==> src/sv/dpes_pkg.sv <==
`default_nettype none

package dpes_pkg;

    localparam int ACTION_W = 2;
    localparam int NODE_W   = 8;
    localparam int DRAW_W   = 7;
    localparam int EDGE_W   = 10;
    localparam int STATUS_W = 2;
    localparam int COUNT_W  = 11;

    // Largest node number that the node fields can carry, plus one.
    localparam int NODE_SPAN = 2 ** NODE_W;
    // A stored edge holds the second endpoint above the first.
    localparam int EDGE_DW   = 2 * NODE_W;

    localparam logic [ACTION_W-1:0] ACT_LOAD = 2'd0;
    localparam logic [ACTION_W-1:0] ACT_SWAP = 2'd1;
    localparam logic [ACTION_W-1:0] ACT_READ = 2'd2;

    typedef enum logic [STATUS_W-1:0] {
        STAT_DONE   = 2'd0,
        STAT_REJECT = 2'd1,
        STAT_RANGE  = 2'd2,
        STAT_FULL   = 2'd3
    } t_status;

    typedef enum logic [2:0] {
        K_BAD,
        K_LOAD_MARK,
        K_LOAD_KEEP,
        K_SWAP,
        K_READ
    } t_kind;

    typedef struct packed {
        t_kind               kind;
        logic [NODE_W-1:0]   node_a;
        logic [NODE_W-1:0]   node_b;
        logic [EDGE_W-1:0]   first_edge;
        logic [EDGE_W-1:0]   second_edge;
    } t_cmd;

    typedef struct packed {
        logic valid;
        t_cmd cmd;
    } t_fr_bus;

    typedef struct packed {
        logic pop;
        logic clearing;
    } t_bk_ctl;

    typedef enum logic [3:0] {
        S_CLEAR,
        S_IDLE,
        S_DISPATCH,
        S_LOAD2,
        S_RD_WAIT,
        S_SW_RD2,
        S_SW_LATCH,
        S_SW_ADJ1,
        S_SW_ADJ2,
        S_SW_DEC,
        S_SW_WR
    } t_state;

endpackage

`default_nettype wire

==> src/sv/dpes_if.sv <==
`default_nettype none

interface dpes_in_if;
    import dpes_pkg::*;

    logic                valid;
    logic                ready;
    logic [ACTION_W-1:0] action;
    logic [NODE_W-1:0]   node_a;
    logic [NODE_W-1:0]   node_b;
    logic [DRAW_W-1:0]   keep_draw;
    logic [DRAW_W-1:0]   keep_percent;
    logic [EDGE_W-1:0]   first_edge;
    logic [EDGE_W-1:0]   second_edge;

    modport source (
        output valid, action, node_a, node_b, keep_draw, keep_percent,
               first_edge, second_edge,
        input  ready
    );
    modport sink (
        input  valid, action, node_a, node_b, keep_draw, keep_percent,
               first_edge, second_edge,
        output ready
    );
endinterface


`default_nettype wire

==> src/sv/dpes_front.sv <==
`default_nettype none

module dpes_front #(
    parameter int NODE_COUNT = 256
) (
    input  wire logic             i_clk,
    input  wire logic             i_rst_n,
    dpes_in_if.sink               i_in,
    input  wire dpes_pkg::t_bk_ctl i_ctl,
    output dpes_pkg::t_fr_bus     o_fr
);
    import dpes_pkg::*;

    localparam int NCW = $clog2(NODE_COUNT + 1);
    localparam int RW  = (NCW > NODE_W) ? NCW : NODE_W;

    t_cmd       w_cmd;
    logic       w_push;
    logic       w_node_bad;
    t_cmd       r_q [2];
    logic       r_wr;
    logic       r_rd;
    logic [1:0] r_cnt;

    assign w_node_bad = (RW'(i_in.node_a) >= RW'(NODE_COUNT))
                     || (RW'(i_in.node_b) >= RW'(NODE_COUNT));

    // Everything that does not depend on the edge list is settled here.
    always_comb begin
        w_cmd.node_a      = i_in.node_a;
        w_cmd.node_b      = i_in.node_b;
        w_cmd.first_edge  = i_in.first_edge;
        w_cmd.second_edge = i_in.second_edge;
        case (i_in.action)
            ACT_LOAD: begin
                if (w_node_bad) begin
                    w_cmd.kind = K_BAD;
                end else if (i_in.keep_draw < i_in.keep_percent) begin
                    w_cmd.kind = K_LOAD_KEEP;
                end else begin
                    w_cmd.kind = K_LOAD_MARK;
                end
            end
            ACT_SWAP: w_cmd.kind = K_SWAP;
            ACT_READ: w_cmd.kind = K_READ;
            default:  w_cmd.kind = K_BAD;
        endcase
    end

    assign i_in.ready = (r_cnt != 2'd2) && !i_ctl.clearing;
    assign w_push     = i_in.valid && i_in.ready;

    always_ff @(posedge i_clk) begin
        if (!i_rst_n) begin
            r_wr  <= 1'b0;
            r_rd  <= 1'b0;
            r_cnt <= 2'd0;
        end else begin
            if (w_push) begin
                r_wr <= !r_wr;
            end
            if (i_ctl.pop) begin
                r_rd <= !r_rd;
            end
            if (w_push && !i_ctl.pop) begin
                r_cnt <= r_cnt + 2'd1;
            end else if (!w_push && i_ctl.pop) begin
                r_cnt <= r_cnt - 2'd1;
            end
        end
    end

    always_ff @(posedge i_clk) begin
        if (w_push) begin
            r_q[r_wr] <= w_cmd;
        end
    end

    assign o_fr.valid = (r_cnt != 2'd0);
    assign o_fr.cmd   = r_q[r_rd];

endmodule

`default_nettype wire

==> src/flat_wrapper.sv <==
// flat-port wrapper written by rule: the top's interface ports become plain ports
module dpes_front_flat import dpes_pkg::*;
#(
    parameter int NODE_COUNT = 256
)
  (i_clk, i_rst_n, i_ctl, o_fr, i_in_valid, i_in_action, i_in_node_a, i_in_node_b, i_in_keep_draw, i_in_keep_percent, i_in_first_edge, i_in_second_edge, i_in_ready);
  dpes_in_if i_in_i ();
  input  wire logic i_clk;
  input  wire logic i_rst_n;
  input  wire dpes_pkg::t_bk_ctl i_ctl;
  output dpes_pkg::t_fr_bus o_fr;
  input wire logic [$bits(i_in_i.valid)-1:0] i_in_valid;
  input wire logic [$bits(i_in_i.action)-1:0] i_in_action;
  input wire logic [$bits(i_in_i.node_a)-1:0] i_in_node_a;
  input wire logic [$bits(i_in_i.node_b)-1:0] i_in_node_b;
  input wire logic [$bits(i_in_i.keep_draw)-1:0] i_in_keep_draw;
  input wire logic [$bits(i_in_i.keep_percent)-1:0] i_in_keep_percent;
  input wire logic [$bits(i_in_i.first_edge)-1:0] i_in_first_edge;
  input wire logic [$bits(i_in_i.second_edge)-1:0] i_in_second_edge;
  output wire logic [$bits(i_in_i.ready)-1:0] i_in_ready;
  assign i_in_i.valid = i_in_valid;
  assign i_in_i.action = i_in_action;
  assign i_in_i.node_a = i_in_node_a;
  assign i_in_i.node_b = i_in_node_b;
  assign i_in_i.keep_draw = i_in_keep_draw;
  assign i_in_i.keep_percent = i_in_keep_percent;
  assign i_in_i.first_edge = i_in_first_edge;
  assign i_in_i.second_edge = i_in_second_edge;
  assign i_in_ready = i_in_i.ready;
  dpes_front #(.NODE_COUNT(NODE_COUNT)) u_core (.i_clk(i_clk), .i_rst_n(i_rst_n), .i_in(i_in_i), .i_ctl(i_ctl), .o_fr(o_fr));
endmodule
==> config.mk <==
export PLATFORM = sky130hd
export DESIGN_NAME = dpes_front_flat
export DESIGN_NICKNAME = d
export VERILOG_FILES = /design/src/sv/dpes_pkg.sv /design/src/sv/dpes_if.sv /design/src/sv/dpes_front.sv /design/src/flat_wrapper.sv
export SDC_FILE = /design/constraint.sdc
export NUM_CORES = 1
export LEC_CHECK = 0
export ABC_AREA = 0
export ABC_CLOCK_PERIOD_IN_PS = 3900
export BUFFER_PORTS_ARGS = -buffer_cell sky130_fd_sc_hd__clkbuf_2
export CAP_MARGIN = 10
export CELL_PAD_IN_SITES_DETAIL_PLACEMENT = 0
export CELL_PAD_IN_SITES_GLOBAL_PLACEMENT = 1
export CORE_MARGIN = 5
export CORE_UTILIZATION = 45
export DETAILED_ROUTE_END_ITERATION = 7
export PLACE_DENSITY_LB_ADDON = 0.1
export SLEW_MARGIN = 20
export SYNTH_ARGS = -nofsm -noshare
export SYNTH_HDL_FRONTEND = slang
export SYNTH_SLANG_ARGS = --single-unit
==> constraint.sdc <==
create_clock -name i_clk -period 3.9 [get_ports i_clk]
set_input_delay 0.195 -clock i_clk [delete_from_list [all_inputs] [get_ports i_clk]]
set_output_delay 0.195 -clock i_clk [all_outputs]
set_load 0.02 [all_outputs]
==> impl_metrics.yaml <==
run_status:
  outcome: "complete, no violations"
cells_and_area:
  final_design_area_no_fill_sq_mm: 0.003996
  flip_flop_and_latch_area_sq_mm: 0.002444
  antenna_cells_inserted: 0
  commonest_cells_after_routing_fill_and_taps_aside: "sky130_fd_sc_hd__clkbuf_2, sky130_fd_sc_hd__edfxtp_1, sky130_fd_sc_hd__mux2_2"
  multiInputGateArea_sq_um: 725.7
  layout-drive-gt1-share: 0.5516
  number_of_nets_in_the_layout: 340
  fin_cells: 377
  area.growth.synth_to_final_pct: 23.85
  most_common_cell_after_layout_fill_and_taps_aside: "sky130_fd_sc_hd__clkbuf_2"
  nFillCells: 573
  fin_util: 0.5818
global_route:
  global_route.overflow_total: 0
  global_route_wire_length_before_repair_mm: 8.542
  grtUsageTotal: 0.1278
  via_count_of_the_first_global_routing_pass: 1864
  grt_antenna_before_repair: 0
  largest_net_degree_at_the_start_of_global_routing: 41
floorplanning:
  core-area_sq_mm: 0.006869
  ios: 98
  die_w_microns: 94.68
  fp.dieArea_sq_mm: 0.008964
  initial_core_util: 0.4698
  chipHeight_microns: 94.68
  floorplan.rows: 30
critical_path:
  setup.worst_path.class: "reg -> out"
  r2r.worst_path.cells: 3
  critPathMaxFanout: 39
  cp.arrival_ps: 1890
  worstPathRequired_ps: 3700
  setup.worst_path.start_class: "flop"
  critPathCaptureType: "output pin"
  timing.reg2reg.setup_slack_ps: 1920
sta:
  min_period_ps: 2088
  final.period_utilization: 0.5355
  slew_violations: 0
  fmax_ghz: 0.4788
  slew-limit-headroom: 0.3596
  setup_viol_count_final: 0
  rsz0062_at_grt: "false"
  worst-slew-pin-transition_ps: 960.6
  fin_setup_tns_ps: 0
  timing.clock.skew_ps: 6.430
  hold_viol: 0
yosys:
  yosys_register_bits: 83
  syn-num-nets: 236
  synthesis.instances: 172
  netlist_area_sq_mm: 0.003227
  post_synth_num_cell_types: 27
  synthesized_area_per_cell_sq_um: 18.76
  yosys_warnings: 0
  ys_seq_area_frac: 0.7569
  post_synth_top_flop: "sky130_fd_sc_hd__edfxtp_1"
  synth_edf_count: 78
  async_flop_share: 0
job:
  timing.max_cap.violations: 0
cts:
  post_cts_setup_buffers: 0
  clkLatencyLatePin_ps: 330
  ctsRootBufferMaster: "sky130_fd_sc_hd__clkbuf_8"
  cts.reportedPaths.clkPinSlew_ps: 80
  tritoncts.num_buffers: 9
  clockBufferDepth: 2
  cts_hold_buf: 0
  clock-sinks: 83
  ctsResizeCount: 0
  cts_tree: "yes"
  ctsHtreeMaxLevel: 3
route:
  wire_per_inst_microns: 14.53
  drc: 0
  via_count: 1767
  route.detailed.vias_per_inst: 4.687
  drtPass1Iterations: 4
  wirelength_mm: 5.476
  drt-initial-drc-count: 53
  antenna_violation_net_count_after_detailed_routing: 0
min_path:
  min_delay_path_depth: 1
  hold_path_class: "in -> reg"
place:
  placement.io_buffers: 97
  post_dp_cell_area_sq_mm: 0.003812
  globalplace.congestion: 0.6496
  hpwl_mm: 3.681
  numPlacedInstances: 361
power:
  leakage_power_uw: 0.001578
  power.density_cell_area_mw_per_mm2: 466.5
  ir_worst_vdd_v: 0.0002152
  p_total_uw: 1864
## per-layer routing
layer | vias up | track usage | routed length [microns]
li1 | 861 | - | -
met1 | 841 | 0.1555 | 2376
met2 | 61 | 0.2032 | 2661
met3 | 4 | 0.03984 | 390
met4 | 0 | 0.06851 | 46
met5 | - | 0 | 0
## state kept, by name (all words and copies together) (netlist names), named ones only
| register | cells |
|---|---|
| u_core.r_q | 78 |
| u_core.r_cnt | 2 |
| u_core.r_rd | 1 |
| u_core.r_wr | 1 |
## synthesized netlist by cell type, types with 3 or more instances
cell	n	area, sq um
sky130_fd_sc_hd__edfxtp_1	78	2342
sky130_fd_sc_hd__mux2_2	39	439.2
sky130_fd_sc_hd__inv_1	9	33.78
sky130_fd_sc_hd__ha_1	7	87.58
sky130_fd_sc_hd__dfxtp_1	5	100.1
sky130_fd_sc_hd__nor2_1	4	15.01
sky130_fd_sc_hd__and2_1	3	18.77
sky130_fd_sc_hd__buf_2	3	15.01
## cell type report
class / instances / share of cell area
clock buffers: 10 / 0.03193
multi-input cells: 75 / 0.1816
inverters: 10 / 0.009393
clock inverters: 6 / 0.01409
repair buffers: 97 / 0.1215
well taps: 96 / 0.03006
flip-flops and latches: 83 / 0.6115
## kinds of logic after synthesis
kind of cell	synth area share
AO/OA/AOI/OAI	0.02443
XOR/XNOR	0.008144
adder cells (fa/ha/maj)	0.02714
buffers and inverters	0.01861
flip-flops	0.7569
multiplexers	0.1361
AND/OR/NAND/NOR	0.02870
## path summary, 6_finish.rpt
path | from | to
worst max register to register | u_core.r_cnt[0] | u_core.r_q[1][1]
worst min register to register | u_core.r_cnt[1] | u_core.r_cnt[1]
worst max-delay path | flop | o_fr[19]
worst min-delay path | i_in_first_edge[4] | u_core.r_q[1][14]
## critical path, stage by stage, from the launching register on
cell and delay [ps]:
sky130_fd_sc_hd__dfxtp_2 950, sky130_fd_sc_hd__mux2_2 430, sky130_fd_sc_hd__clkbuf_2 160
## metrics by stage
step                      hold slack, ps  setup slack [ps]
after floorplan                    293.9              1848
after global placement             385.5              1921
after detailed placement           387.9              1876
after CTS                          28.22              1719
after global routing               28.28              1682
final                              45.77              1812
## power breakdown
group | leakage, uW | total, uW | switching (uW) | internal (uW)
Sequential | 0.000757 | 1050 | 28.3 | 1020
Combinational | 0.000726 | 246 | 136 | 110
Clock | 0.0000951 | 567 | 276 | 291
Total | 0.00158 | 1860 | 440 | 1420
Power figures use the tool's default switching activity.
